===== config.mk =====
export PLATFORM = sky130hd
export DESIGN_NAME = keyed_number_entry_unit
export DESIGN_NICKNAME = d
export VERILOG_FILES = /design/src/design/kne_pkg.sv /design/src/design/keyed_number_entry_unit.sv /design/src/design/kne_arith.sv
export SDC_FILE = /design/constraint.sdc
export NUM_CORES = 1
export LEC_CHECK = 0
export BUFFER_PORTS_ARGS = -buffer_cell sky130_fd_sc_hd__buf_2
export CAP_MARGIN = 30
export CORE_MARGIN = 4
export CORE_UTILIZATION = 45
export DETAILED_ROUTE_END_ITERATION = 10
export SLEW_MARGIN = 15
export SYNTH_ARGS = -nofsm -noshare
export SYNTH_HDL_FRONTEND = slang
export SYNTH_SLANG_ARGS = --single-unit

===== constraint.sdc =====
create_clock -name clk -period 10.71 [get_ports clk]
set_input_delay 1.071 -clock clk [delete_from_list [all_inputs] [get_ports clk]]
set_output_delay 1.071 -clock clk [all_outputs]
set_load 0.005 [all_outputs]

===== src/design/kne_pkg.sv =====
// Package with the shared types, key codes and helper functions of the keyed number entry unit.
`timescale 1ns / 1ps
`default_nettype none
package kne_pkg;

	localparam int BASE_W = 5;
	localparam int DIGITS_W = 5;
	localparam int DIGIT_W = 4;
	localparam int OUT_VALUE_W = 64;

	localparam logic [7:0] KEY_BS = 8'd8;
	localparam logic [7:0] KEY_LF = 8'd10;
	localparam logic [7:0] KEY_CR = 8'd13;
	localparam logic [7:0] KEY_ESC = 8'd27;
	localparam logic [7:0] KEY_SPACE = 8'd32;
	localparam logic [7:0] CH_0 = 8'd48;
	localparam logic [7:0] CH_9 = 8'd57;
	localparam logic [7:0] CH_LA = 8'd97;
	localparam logic [7:0] CH_LF = 8'd102;
	localparam logic [7:0] CH_LX = 8'd120;
	localparam logic [7:0] HEX_OFS = 8'd87;

	localparam logic [1:0] ACT_NONE = 2'd0;
	localparam logic [1:0] ACT_ECHO = 2'd1;
	localparam logic [1:0] ACT_ERASE = 2'd2;

	localparam logic [1:0] STAT_OK = 2'd0;
	localparam logic [1:0] STAT_EMPTY = 2'd1;
	localparam logic [1:0] STAT_ABORT = 2'd2;

	localparam logic REG_BASE = 1'b0;
	localparam logic REG_MAXD = 1'b1;

	localparam logic [BASE_W-1:0] BASE_MIN = 5'd2;
	localparam logic [BASE_W-1:0] BASE_MAX = 5'd16;
	localparam logic [DIGITS_W-1:0] LIMIT_MIN = 5'd1;
	localparam logic [DIGITS_W-1:0] LIMIT_MAX = 5'd20;
	localparam logic [BASE_W-1:0] BASE_RESET = 5'd16;
	localparam logic [DIGITS_W-1:0] LIMIT_RESET = 5'd16;

	typedef enum logic [1:0] {
		ST_IDLE,
		ST_EXEC,
		ST_BUSY,
		ST_FIN
	} state_t;

	typedef enum logic [2:0] {
		KC_NONE,
		KC_DIGIT,
		KC_ERASE,
		KC_END,
		KC_ABORT
	} key_class_t;

	typedef enum logic {
		OP_MUL,
		OP_DIV
	} arith_op_t;

	typedef struct packed {
		logic start;
		arith_op_t op;
		logic [BASE_W-1:0] base;
		logic [DIGIT_W-1:0] digit;
	} arith_cmd_t;

	function automatic logic [BASE_W-1:0] eff_base(input logic [BASE_W-1:0] b);
		logic [BASE_W-1:0] r;
		r = b;
		if (b < BASE_MIN) r = BASE_MIN;
		if (b > BASE_MAX) r = BASE_MAX;
		return r;
	endfunction

	function automatic logic [DIGITS_W-1:0] eff_limit(input logic [DIGITS_W-1:0] m);
		logic [DIGITS_W-1:0] r;
		r = m;
		if (m < LIMIT_MIN) r = LIMIT_MIN;
		if (m > LIMIT_MAX) r = LIMIT_MAX;
		return r;
	endfunction

endpackage
`default_nettype wire


===== src/design/keyed_number_entry_unit.sv =====
// Top level of the keyed number entry unit: key decode, entry state, sequencer and result register.
// Usage: one keystroke code per item arrives on key with in_valid/in_ready; one result
// item per key leaves on echo_action, echo_char, done_res, status and value with
// out_valid/out_ready. The configuration port (cfg_we, cfg_index, cfg_data) sets the
// base (index 0) and the digit limit (index 1); write it only while the unit is idle.
// A digit key runs a shift-add multiply by the base in the shared unit. Backspace and
// 'x', when they erase a digit, run the restoring divide by the base that produces one
// quotient bit a cycle. Other keys skip the shared unit. One item is in the unit at a
// time; in_ready is high only when the sequencer is idle, so a new key is not taken
// until the last one has its result loaded into the result register.
// The result register holds a finished result while the receiver stalls; the next
// item can already be accepted, but its result waits until the register is free.
// Reset clears the entry (value and digit count), sets the base to 16 and the
// digit limit to 16, and leaves no result pending.
`timescale 1ns / 1ps
`default_nettype none
module keyed_number_entry_unit #(
	parameter int VALUE_WIDTH = 64
) (
	input wire logic clk,
	input wire logic arst_n,
	input wire logic in_valid,
	output logic in_ready,
	input wire logic [7:0] key,
	output logic out_valid,
	input wire logic out_ready,
	output logic [1:0] echo_action,
	output logic [7:0] echo_char,
	output logic done_res,
	output logic [1:0] status,
	output logic [kne_pkg::OUT_VALUE_W-1:0] value,
	input wire logic cfg_we,
	input wire logic cfg_index,
	input wire logic [kne_pkg::BASE_W-1:0] cfg_data
);

	kne_pkg::state_t state_q;
	kne_pkg::state_t state_d;
	kne_pkg::key_class_t kc_q;
	kne_pkg::key_class_t kc;
	kne_pkg::arith_cmd_t cmd;

	logic [kne_pkg::BASE_W-1:0] base_q;
	logic [kne_pkg::DIGITS_W-1:0] maxd_q;
	logic [VALUE_WIDTH-1:0] acc_q;
	logic [kne_pkg::DIGITS_W-1:0] cnt_q;
	logic [7:0] key_q;

	logic out_valid_q;
	logic [1:0] act_q;
	logic [7:0] echo_q;
	logic done_q;
	logic [1:0] stat_q;
	logic [VALUE_WIDTH-1:0] val_q;

	logic [kne_pkg::BASE_W-1:0] base_eff;
	logic [kne_pkg::DIGITS_W-1:0] limit_eff;
	logic [kne_pkg::DIGIT_W-1:0] digit;
	logic [7:0] digit_raw;
	logic [VALUE_WIDTH-1:0] ar_result;
	logic ar_done;
	logic fin_load;
	logic fin_done;
	logic [1:0] fin_stat;
	logic [1:0] fin_act;
	logic [7:0] fin_echo;
	logic [VALUE_WIDTH-1:0] fin_val;

	assign base_eff = kne_pkg::eff_base(base_q);
	assign limit_eff = kne_pkg::eff_limit(maxd_q);

	always_comb begin
		kc = kne_pkg::KC_NONE;
		digit_raw = 8'd0;
		if (key_q >= kne_pkg::CH_0 && key_q <= kne_pkg::CH_9) begin
			kc = kne_pkg::KC_DIGIT;
			digit_raw = key_q - kne_pkg::CH_0;
		end else if (key_q >= kne_pkg::CH_LA && key_q <= kne_pkg::CH_LF
				&& base_eff == kne_pkg::BASE_MAX) begin
			kc = kne_pkg::KC_DIGIT;
			digit_raw = key_q - kne_pkg::HEX_OFS;
		end else if (key_q == kne_pkg::KEY_BS) begin
			if (cnt_q != '0) kc = kne_pkg::KC_ERASE;
		end else if (key_q == kne_pkg::CH_LX) begin
			if (base_eff == kne_pkg::BASE_MAX && cnt_q != '0 && acc_q[3:0] == 4'd0) begin
				kc = kne_pkg::KC_ERASE;
			end
		end else if (key_q == kne_pkg::KEY_SPACE || key_q == kne_pkg::KEY_CR
				|| key_q == kne_pkg::KEY_LF) begin
			kc = kne_pkg::KC_END;
		end else if (key_q == kne_pkg::KEY_ESC) begin
			kc = kne_pkg::KC_ABORT;
		end
		digit = digit_raw[kne_pkg::DIGIT_W-1:0];
	end

	always_comb begin
		state_d = state_q;
		cmd.start = 1'b0;
		cmd.op = kne_pkg::OP_MUL;
		cmd.base = base_eff;
		cmd.digit = digit;
		fin_load = 1'b0;
		in_ready = 1'b0;
		case (state_q)
			kne_pkg::ST_IDLE: begin
				in_ready = 1'b1;
				if (in_valid) state_d = kne_pkg::ST_EXEC;
			end
			kne_pkg::ST_EXEC: begin
				if (kc == kne_pkg::KC_DIGIT || kc == kne_pkg::KC_ERASE) begin
					cmd.start = 1'b1;
					cmd.op = (kc == kne_pkg::KC_DIGIT) ? kne_pkg::OP_MUL : kne_pkg::OP_DIV;
					state_d = kne_pkg::ST_BUSY;
				end else begin
					state_d = kne_pkg::ST_FIN;
				end
			end
			kne_pkg::ST_BUSY: begin
				if (ar_done) state_d = kne_pkg::ST_FIN;
			end
			kne_pkg::ST_FIN: begin
				if (!out_valid_q || out_ready) begin
					fin_load = 1'b1;
					state_d = kne_pkg::ST_IDLE;
				end
			end
			default: state_d = kne_pkg::ST_IDLE;
		endcase
	end

	always_comb begin
		fin_done = 1'b0;
		fin_stat = kne_pkg::STAT_OK;
		if (kc_q == kne_pkg::KC_ABORT) begin
			fin_done = 1'b1;
			fin_stat = kne_pkg::STAT_ABORT;
		end else if (kc_q == kne_pkg::KC_END) begin
			fin_done = 1'b1;
			fin_stat = (cnt_q == '0) ? kne_pkg::STAT_EMPTY : kne_pkg::STAT_OK;
		end else if (cnt_q >= limit_eff) begin
			fin_done = 1'b1;
		end
		fin_val = (fin_done && fin_stat == kne_pkg::STAT_OK) ? acc_q : '0;
		fin_act = kne_pkg::ACT_NONE;
		fin_echo = 8'd0;
		if (kc_q == kne_pkg::KC_DIGIT) begin
			fin_act = kne_pkg::ACT_ECHO;
			fin_echo = key_q;
		end else if (kc_q == kne_pkg::KC_ERASE) begin
			fin_act = kne_pkg::ACT_ERASE;
		end
	end

	kne_arith #(
		.W(VALUE_WIDTH)
	) u_arith (
		.clk(clk),
		.arst_n(arst_n),
		.cmd(cmd),
		.operand(acc_q),
		.result(ar_result),
		.done(ar_done)
	);

	always_ff @(posedge clk or negedge arst_n) begin
		if (!arst_n) begin
			state_q <= kne_pkg::ST_IDLE;
			base_q <= kne_pkg::BASE_RESET;
			maxd_q <= kne_pkg::LIMIT_RESET;
			acc_q <= '0;
			cnt_q <= '0;
			out_valid_q <= 1'b0;
		end else begin
			state_q <= state_d;
			if (cfg_we) begin
				if (cfg_index == kne_pkg::REG_BASE) begin
					base_q <= cfg_data;
				end else begin
					maxd_q <= cfg_data;
				end
			end
			if (state_q == kne_pkg::ST_BUSY && ar_done) begin
				acc_q <= ar_result;
				if (kc_q == kne_pkg::KC_DIGIT) begin
					cnt_q <= cnt_q + 1'b1;
				end else begin
					cnt_q <= cnt_q - 1'b1;
				end
			end
			if (fin_load && fin_done) begin
				acc_q <= '0;
				cnt_q <= '0;
			end
			if (fin_load) begin
				out_valid_q <= 1'b1;
			end else if (out_ready) begin
				out_valid_q <= 1'b0;
			end
		end
	end

	always_ff @(posedge clk) begin
		if (in_valid && in_ready) begin
			key_q <= key;
		end
		if (state_q == kne_pkg::ST_EXEC) begin
			kc_q <= kc;
		end
		if (fin_load) begin
			act_q <= fin_act;
			echo_q <= fin_echo;
			done_q <= fin_done;
			stat_q <= fin_done ? fin_stat : kne_pkg::STAT_OK;
			val_q <= fin_val;
		end
	end

	assign out_valid = out_valid_q;
	assign echo_action = act_q;
	assign echo_char = echo_q;
	assign done_res = done_q;
	assign status = stat_q;
	assign value = kne_pkg::OUT_VALUE_W'(val_q);

endmodule
`default_nettype wire


===== src/design/kne_arith.sv =====
// Shared iterative unit: shift-add multiply-accumulate by the base and restoring divide by the base.
`timescale 1ns / 1ps
`default_nettype none
module kne_arith #(
	parameter int W = 64
) (
	input wire logic clk,
	input wire logic arst_n,
	input wire kne_pkg::arith_cmd_t cmd,
	input wire logic [W-1:0] operand,
	output logic [W-1:0] result,
	output logic done
);

	localparam int CNT_W = $clog2(W + 1);
	localparam int REM_W = kne_pkg::BASE_W - 1;

	logic busy_q;
	logic done_q;
	kne_pkg::arith_op_t op_q;
	logic [CNT_W-1:0] cnt_q;
	logic [W-1:0] acc_q;
	logic [W-1:0] opd_q;
	logic [kne_pkg::BASE_W-1:0] bb_q;
	logic [kne_pkg::BASE_W-1:0] div_q;
	logic [REM_W-1:0] rem_q;

	logic [W-1:0] sum;
	logic [kne_pkg::BASE_W-1:0] trial;
	logic [kne_pkg::BASE_W-1:0] trial_sub;
	logic q_bit;

	assign sum = acc_q + opd_q;
	assign trial = {rem_q, opd_q[W-1]};
	assign q_bit = (trial >= div_q);
	assign trial_sub = trial - div_q;

	always_ff @(posedge clk or negedge arst_n) begin
		if (!arst_n) begin
			busy_q <= 1'b0;
			done_q <= 1'b0;
			cnt_q <= '0;
		end else begin
			done_q <= 1'b0;
			if (cmd.start) begin
				busy_q <= 1'b1;
				if (cmd.op == kne_pkg::OP_MUL) begin
					cnt_q <= CNT_W'(kne_pkg::BASE_W);
				end else begin
					cnt_q <= CNT_W'(W);
				end
			end else if (busy_q) begin
				cnt_q <= cnt_q - 1'b1;
				if (cnt_q == CNT_W'(1)) begin
					busy_q <= 1'b0;
					done_q <= 1'b1;
				end
			end
		end
	end

	always_ff @(posedge clk) begin
		if (cmd.start) begin
			op_q <= cmd.op;
			acc_q <= W'(cmd.digit);
			opd_q <= operand;
			bb_q <= cmd.base;
			div_q <= cmd.base;
			rem_q <= '0;
		end else if (busy_q) begin
			if (op_q == kne_pkg::OP_MUL) begin
				if (bb_q[0]) begin
					acc_q <= sum;
				end
				opd_q <= {opd_q[W-2:0], 1'b0};
				bb_q <= {1'b0, bb_q[kne_pkg::BASE_W-1:1]};
			end else begin
				if (q_bit) begin
					rem_q <= trial_sub[REM_W-1:0];
				end else begin
					rem_q <= trial[REM_W-1:0];
				end
				opd_q <= {opd_q[W-2:0], q_bit};
			end
		end
	end

	assign result = (op_q == kne_pkg::OP_MUL) ? acc_q : opd_q;
	assign done = done_q;

endmodule
`default_nettype wire

Word-level counts from Yosys, hierarchy flattened. Index checks and enable logic that the tools add are counted.

Divide/modulo/power cells: 0. Shifts and indexed selects: 0. Reduce and logical (&&, ||, !) cells: 30. Add/sub/neg operators: 7. $mul: 0. Bitwise gates (word level): 2. Magnitude comparators: 10. Equality and inequality tests: 21. Multiplexer cells: 60.

Operators by type and width (count): two-way mux 64 bit (5); adder 64 bit (1); two-way mux 5 bit (10); two-way mux 4 bit (7); == test 8 x 4 -> 1 bit, second input constant (3); two-way mux 7 bit (3); two-way mux 1 bit (19); two-way mux 2 bit (9); two-way mux 3 bit (6); greater-or-equal comparator 5 bit (2); greater-than comparator 5 bit, second input constant (2); == test 3 x 2 -> 1 bit, second input constant (3); logical AND 1 bit (9); AND reduction 3 bit (3); == test 8 x 5 -> 1 bit, second input constant (1); == test 8 x 6 -> 1 bit, second input constant (1); == test 8 x 7 -> 1 bit, second input constant (1); greater-or-equal comparator 8 x 6 -> 1 bit, second input constant (1); greater-or-equal comparator 8 x 7 -> 1 bit, second input constant (1); less-or-equal comparator 8 x 6 -> 1 bit, second input constant (1); less-or-equal comparator 8 x 7 -> 1 bit, second input constant (1); one-hot mux 2 bit (4 select lines) (1); AND reduction 2 bit (4); nonzero test 2 bit (4); 23 further kinds (32).

Memories kept: 0. Memory bits (writable): 0. Bits in latches: 0. Flip-flop bits (word level): 322. ROM bits: 0. Word-level logic and storage cells: 153. Bits of input ports: 19.

Depth between registers and ports, before layout.
Depth after elaboration: 17. Depth in mapped cells: 15. Mapped depth without buffers: 13.

By module. A second synthesis with hierarchy kept.

Cell total of the unflattened synthesis: 1776. Area, all modules: 17787.1 µm².

Modules (own cells, without submodules): kne_arith (instances 1, seq. area each 3878.7 µm², area each 10440.0 µm², cells an instance 1080); keyed_number_entry_unit (instances 1, seq. area each 4697.0 µm², area each 7347.0 µm², cells an instance 696).

Worst setup path before layout. Ideal clock, no wire load.

Path kind: input -> register. Start point: input out_ready. End point: register acc_q[57]. Slack: 6421 ps. Cell stages on the path: 7. Buffers on the path: 3. Data arrival time: 4147 ps. Data required time: 10568 ps. Cells stage by stage: nand2b_1 and2_1 and2_1 clkbuf_1 clkbuf_1 buf_1 a211oi_1.

Longest elaborated chain between the ends: 5. Elaborated cells on any way between the ends: 6. Those cells by class: mux: 3; reduce/logical: 3.

RTL lines: from (decl) (line keyed_number_entry_unit.sv:26) `input wire logic out_ready,`; logical OR 1 bit (*) (line keyed_number_entry_unit.sv:123) `if (!out_valid_q || out_ready) begin`; two-way mux 1 bit (*) (line keyed_number_entry_unit.sv:123); two-way mux 1 bit (*) (line keyed_number_entry_unit.sv:105) `case (state_q)`; via fin_load (line keyed_number_entry_unit.sv:62) `logic fin_load;`; logical AND 1 bit (*) (line keyed_number_entry_unit.sv:191) `if (fin_load && fin_done) begin`; two-way mux 64 bit or nonzero test 2 bit (tied branches); to (signal assigned) (line keyed_number_entry_unit.sv:184) `acc_q <= ar_result;`; to (decl) (line keyed_number_entry_unit.sv:45) `logic [VALUE_WIDTH-1:0] acc_q;`.

Mark *: on every way through the listed nets, which the timed path passes. The rest lies on a longest branch. A chain may end at the register's enable or synchronous reset.

Worst setup path in the final report.
Start point: register key_q[0]. End point: register u_arith.acc_q[62].

Longest elaborated chain between the ends: 12. Elaborated cells on any way between the ends: 26. Those cells by class: order compare: 4; eq/ne: 8; mux: 8; reduce/logical: 6.

RTL lines: from (decl) (line keyed_number_entry_unit.sv:47) `logic [7:0] key_q;`; from (signal assigned) (line keyed_number_entry_unit.sv:205) `key_q <= key;`; == test 8 x 6 -> 1 bit or == test 8 x 4 -> 1 bit (tied branches) (line keyed_number_entry_unit.sv:88) `end else if (key_q == kne_pkg::KEY_SPACE || key_q == kne_pkg::KEY_CR`; logical OR 1 bit (line keyed_number_entry_unit.sv:88); logical OR 1 bit (line keyed_number_entry_unit.sv:89) `|| key_q == kne_pkg::KEY_LF) begin`; two-way mux 3 bit (line keyed_number_entry_unit.sv:88); two-way mux 3 bit (line keyed_number_entry_unit.sv:84) `end else if (key_q == kne_pkg::CH_LX) begin`; two-way mux 3 bit (line keyed_number_entry_unit.sv:82) `end else if (key_q == kne_pkg::KEY_BS) begin`; two-way mux 3 bit (line keyed_number_entry_unit.sv:78) `end else if (key_q >= kne_pkg::CH_LA && key_q <= kne_pkg::CH_LF`; two-way mux 3 bit (*) (line keyed_number_entry_unit.sv:75) `if (key_q >= kne_pkg::CH_0 && key_q <= kne_pkg::CH_9) begin`; == test 3 x 1 -> 1 bit or == test 3 x 2 -> 1 bit (tied branches) (line keyed_number_entry_unit.sv:111) `if (kc == kne_pkg::KC_DIGIT || kc == kne_pkg::KC_ERASE) begin`; logical OR 1 bit (*) (line keyed_number_entry_unit.sv:111); two-way mux 2 bit (*) (line keyed_number_entry_unit.sv:111); two-way mux 2 bit (*) (line keyed_number_entry_unit.sv:105); to (signal assigned) (line kne_arith.sv:65) `acc_q <= W'(cmd.digit);`; to (signal assigned) (line kne_arith.sv:73) `acc_q <= sum;`; to (decl) (line kne_arith.sv:22) `logic [W-1:0] acc_q;`.

Mark *: on every way between the ends. The rest lies on a longest branch, timed or not.

==> summary.txt <==
Route
  – DRC violations left: 0
  – Drt initial violations: around 750
  – Drt first pass iters: 5
  – Final antenna-violating net count: 0
  – Routed vias: 13200
  – WL/cell: 16.7 um
  – Final wirelength: about 40000 um
  – Via-to-Cell Ratio: ~5.5

Clocking
  – Post-CTS Resized: 0
  – # hold bufs at CTS: 0
  – H-tree Lvls: 2
  – CTS clk-pin slew, worst paths: around 60 ps
  – Root Driver: clkbuf_16
  – CTS tree: built
  – TritonCTS buffer count: 37
  – Clock Latency Late Sink: between 500 and 600 ps
  – CTS max path bufs: 3
  – Clock sink total: around 320
  – Setup Fix Bufs, Post-CTS: 0

Setup path
  – Largest fanout on the critical path: between 60 and 70
  – Data required, critical path: roughly 11000 ps
  – Reg-to-Reg End: u_arith.acc_q[62]
  – Reg-to-reg startpoint: key_q[0]
  – Reg2Reg Setup Slack: around 6600 ps
  – Worst setup SP type: flop
  – CP Class: reg2reg
  – WP data arrival: approximately 4600 ps
  – Crit end category: flop
  – Worst Reg-to-Reg Cells: 12

STA
  – Slew @ Worst Pin: ~960 ps
  – Post-Route Setup TNS: 0 ps
  – Max-slew headroom: between 30% and 40%
  – Hold_ws: roughly 470 ps
  – Slew Limit Fails: 0
  – Max Freq: roughly 240 MHz
  – Setup Skew: about 27 ps
  – Final hold violation count: 0
  – Period utilization: between 30% and 40%
  – Crit path time final: between 4000 and 5000 ps
  – RSZ-0062 raised after global routing: false
  – # setup viols final: 0

GRT
  – First-pass GRT wire length: 66800 um
  – Initial antenna violation count: 0
  – Grt total ovfl: 0
  – GRT Util Overall: a little under a fifth
  – Largest net degree at the start of global routing: 71
  – Vias in the first global route: 13000

Logic synthesis
  – Distinct cells, synth: 75
  – Sequential-to-total area share from yosys stat: between 40% and 50%
  – Post-synth ARST share: approximately 28%
  – Syn_nets: a little under 2000
  – Most area-consuming cells after synthesis: edfxtp_1, dfrtp_1, nand2_1, dfxtp_1, ha_1
  – Post-Syn Area: about 0.018 mm^2
  – Top cell type's share of synthesized area: 28.5%
  – Synth Instances: between 1500 and 2000
  – Register bit count reported by yosys: 322
  – Yosys warns: 0
  – Cell taking the most area after synthesis: edfxtp_1
  – Post-synth EDFFs: about 170
  – Most used DFF post-synth: edfxtp_1
  – Avg Cell Area, Syn: around 9.6 um^2

Final layout
  – Layout cell share with drive strength beyond 1: a little under an eighth
  – Syn-to-layout area delta: 12.6%
  – Inserted Diodes: 0
  – Final #Nets: ~2000
  – FILL cells: ~3500
  – Commonest non-fill, non-tap cell in the layout: nand2_1
  – Commonest cells after routing, fill and taps aside: nand2_1, edfxtp_1, nor2_1

Pwr
  – Max IR drop VDD: about 0.17 mV
  – P_leak: just over 0.008 uW
  – Pwr Density: 332 mW/mm^2

Status
  – Status: completed

Placement
  – DP HPWL: between 20000 and 30000 um
  – IO Port Bufs: 97
  – Routability cong.: between 0.8 and 0.9

Hold path
  – Hold path depth: 2
  – Worst hold path class: reg2reg
  – Worst hold path endpoint: u_arith.acc_q[37]
  – HP Start: u_arith.acc_q[37]

Die
  – Row count: 72
  – Core ar.: 0.0386 mm^2
  – IO Pins: ~100
  – Die area: between 0.04 and 0.05 mm^2
  – Die Height: between 200 and 250 um
  – Die X: 206 um
  – Starting Density: a little under half

Run
  – # Max-Cap Violations: 0
[worst max path at each step]
stage / from / endpoint / depth (start not counted)
global placement: key_q[0] / u_arith.acc_q[62] / 12
finish: key_q[0] / u_arith.acc_q[62] / 12
CTS: key_q[0] / u_arith.acc_q[62] / 12
global route: key_q[0] / u_arith.acc_q[62] / 12
detailed placement: key_q[0] / u_arith.acc_q[62] / 12
floorplan: out_ready / acc_q[57] / 7
[area by class of cell]
class / instances / area [um^2] / area share, %
clock inverters: 22 / 345 / 1.74
inverters: 50 / 190 / 0.960
flip-flops and latches: 322 / 8580 / 43.3
multi-input cells: 1350 / 8420 / 42.5
clock buffers: 46 / 1030 / 5.21
well taps: 518 / 648 / 3.27
repair buffers: 112 / 601 / 3.03
[layer usage]
layer  global-route usage (%)  vias to the layer above  wire, um
met5                        0                        -         0
met3                     3.33                       49      1830
met2                     32.0                      228     18900
met1                     26.2                     6342     18900
li1                         -                     6578         -
met4                     4.50                        0       729
[report_power, final]
part / leakage [uW] / internal, uW / total [uW] / switching [uW]
clock: 0.000665 / 903 / 1420 / 518
combinational: 0.00427 / 1160 / 2910 / 1750
sequential: 0.00334 / 1910 / 2250 / 340
total: 0.00827 / 3970 / 6580 / 2600
[Yosys cell counts, drive strengths merged (3+ instances only)]
library cell	n
or3	4
o22ai	4
dfxtp	64
nor3	21
nor3b	7
a31oi	13
a2bb2oi	3
nor2	146
xor2	19
buf	29
nor4	11
or2	3
fa	3
inv	50
edfxtp	167
a2111oi	3
nand2	349
o21ai	55
a211oi	81
clkbuf	78
o221ai	4
a22oi	3
o21a	7
o21bai	16
a21o	38
ha	86
nand4	23
and2	78
a221oi	3
o31ai	4
nand3b	5
o211ai	3
nand2b	13
mux2	14
mux2i	68
and3	10
dfrtp	89
nor2b	9
a21oi	143
nand3	36
xnor2	41
[worst max-delay path, stage by stage, from the launching register on]
cell,delay [ps]
edfxtp_1,470
inv_1,150
ha_1,210
o21bai_1,100
a2111oi_2,580
nand2b_1,290
o21ai_4,80
buf_4,300
inv_4,630
buf_4,760
nor3_1,140
a32oi_1,190
nand2_1,70
[stage by stage]
stage / util (%) / instances / total power (uW) / area (um^2) / worst slack (ps)
detailed placement: 47.7 / 2352 / 5170 / 18400 / 6580
floorplan: - / 1829 / 4400 / 17600 / 6420
global route: 51.3 / 2420 / 7100 / 19800 / 6220
global placement: 47.7 / 2352 / 5120 / 18400 / 6680
finish: 51.3 / 2420 / 6580 / 19800 / 6550
CTS: 51.3 / 2420 / 6630 / 19800 / 6560
[flip-flops by register name, summed over array words and instances, names as in the netlist, 3 cells and up]
name,flops
acc_q,64
base_q,5
cnt_q,5
echo_char,8
kc_q,3
key_q,8
maxd_q,5
u_arith.acc_q,64
u_arith.bb_q,5
u_arith.cnt_q,7
u_arith.div_q,5
u_arith.opd_q,64
u_arith.rem_q,4
value,64
[logic make-up after synthesis]
| logic type | after synthesis | share of synthesized area, % |
|---|---|---|
| AND/OR/NAND/NOR | 718 | 18.3 |
| AO/OA/AOI/OAI | 401 | 15.1 |
| buffers and inverters | 157 | 3.61 |
| flip-flops | 322 | 48.7 |
| adder cells (fa/ha/maj) | 89 | 6.46 |
| XOR/XNOR | 60 | 2.99 |
| multiplexers | 82 | 4.76 |
Note: power is estimated with default switching activity, not from simulation.
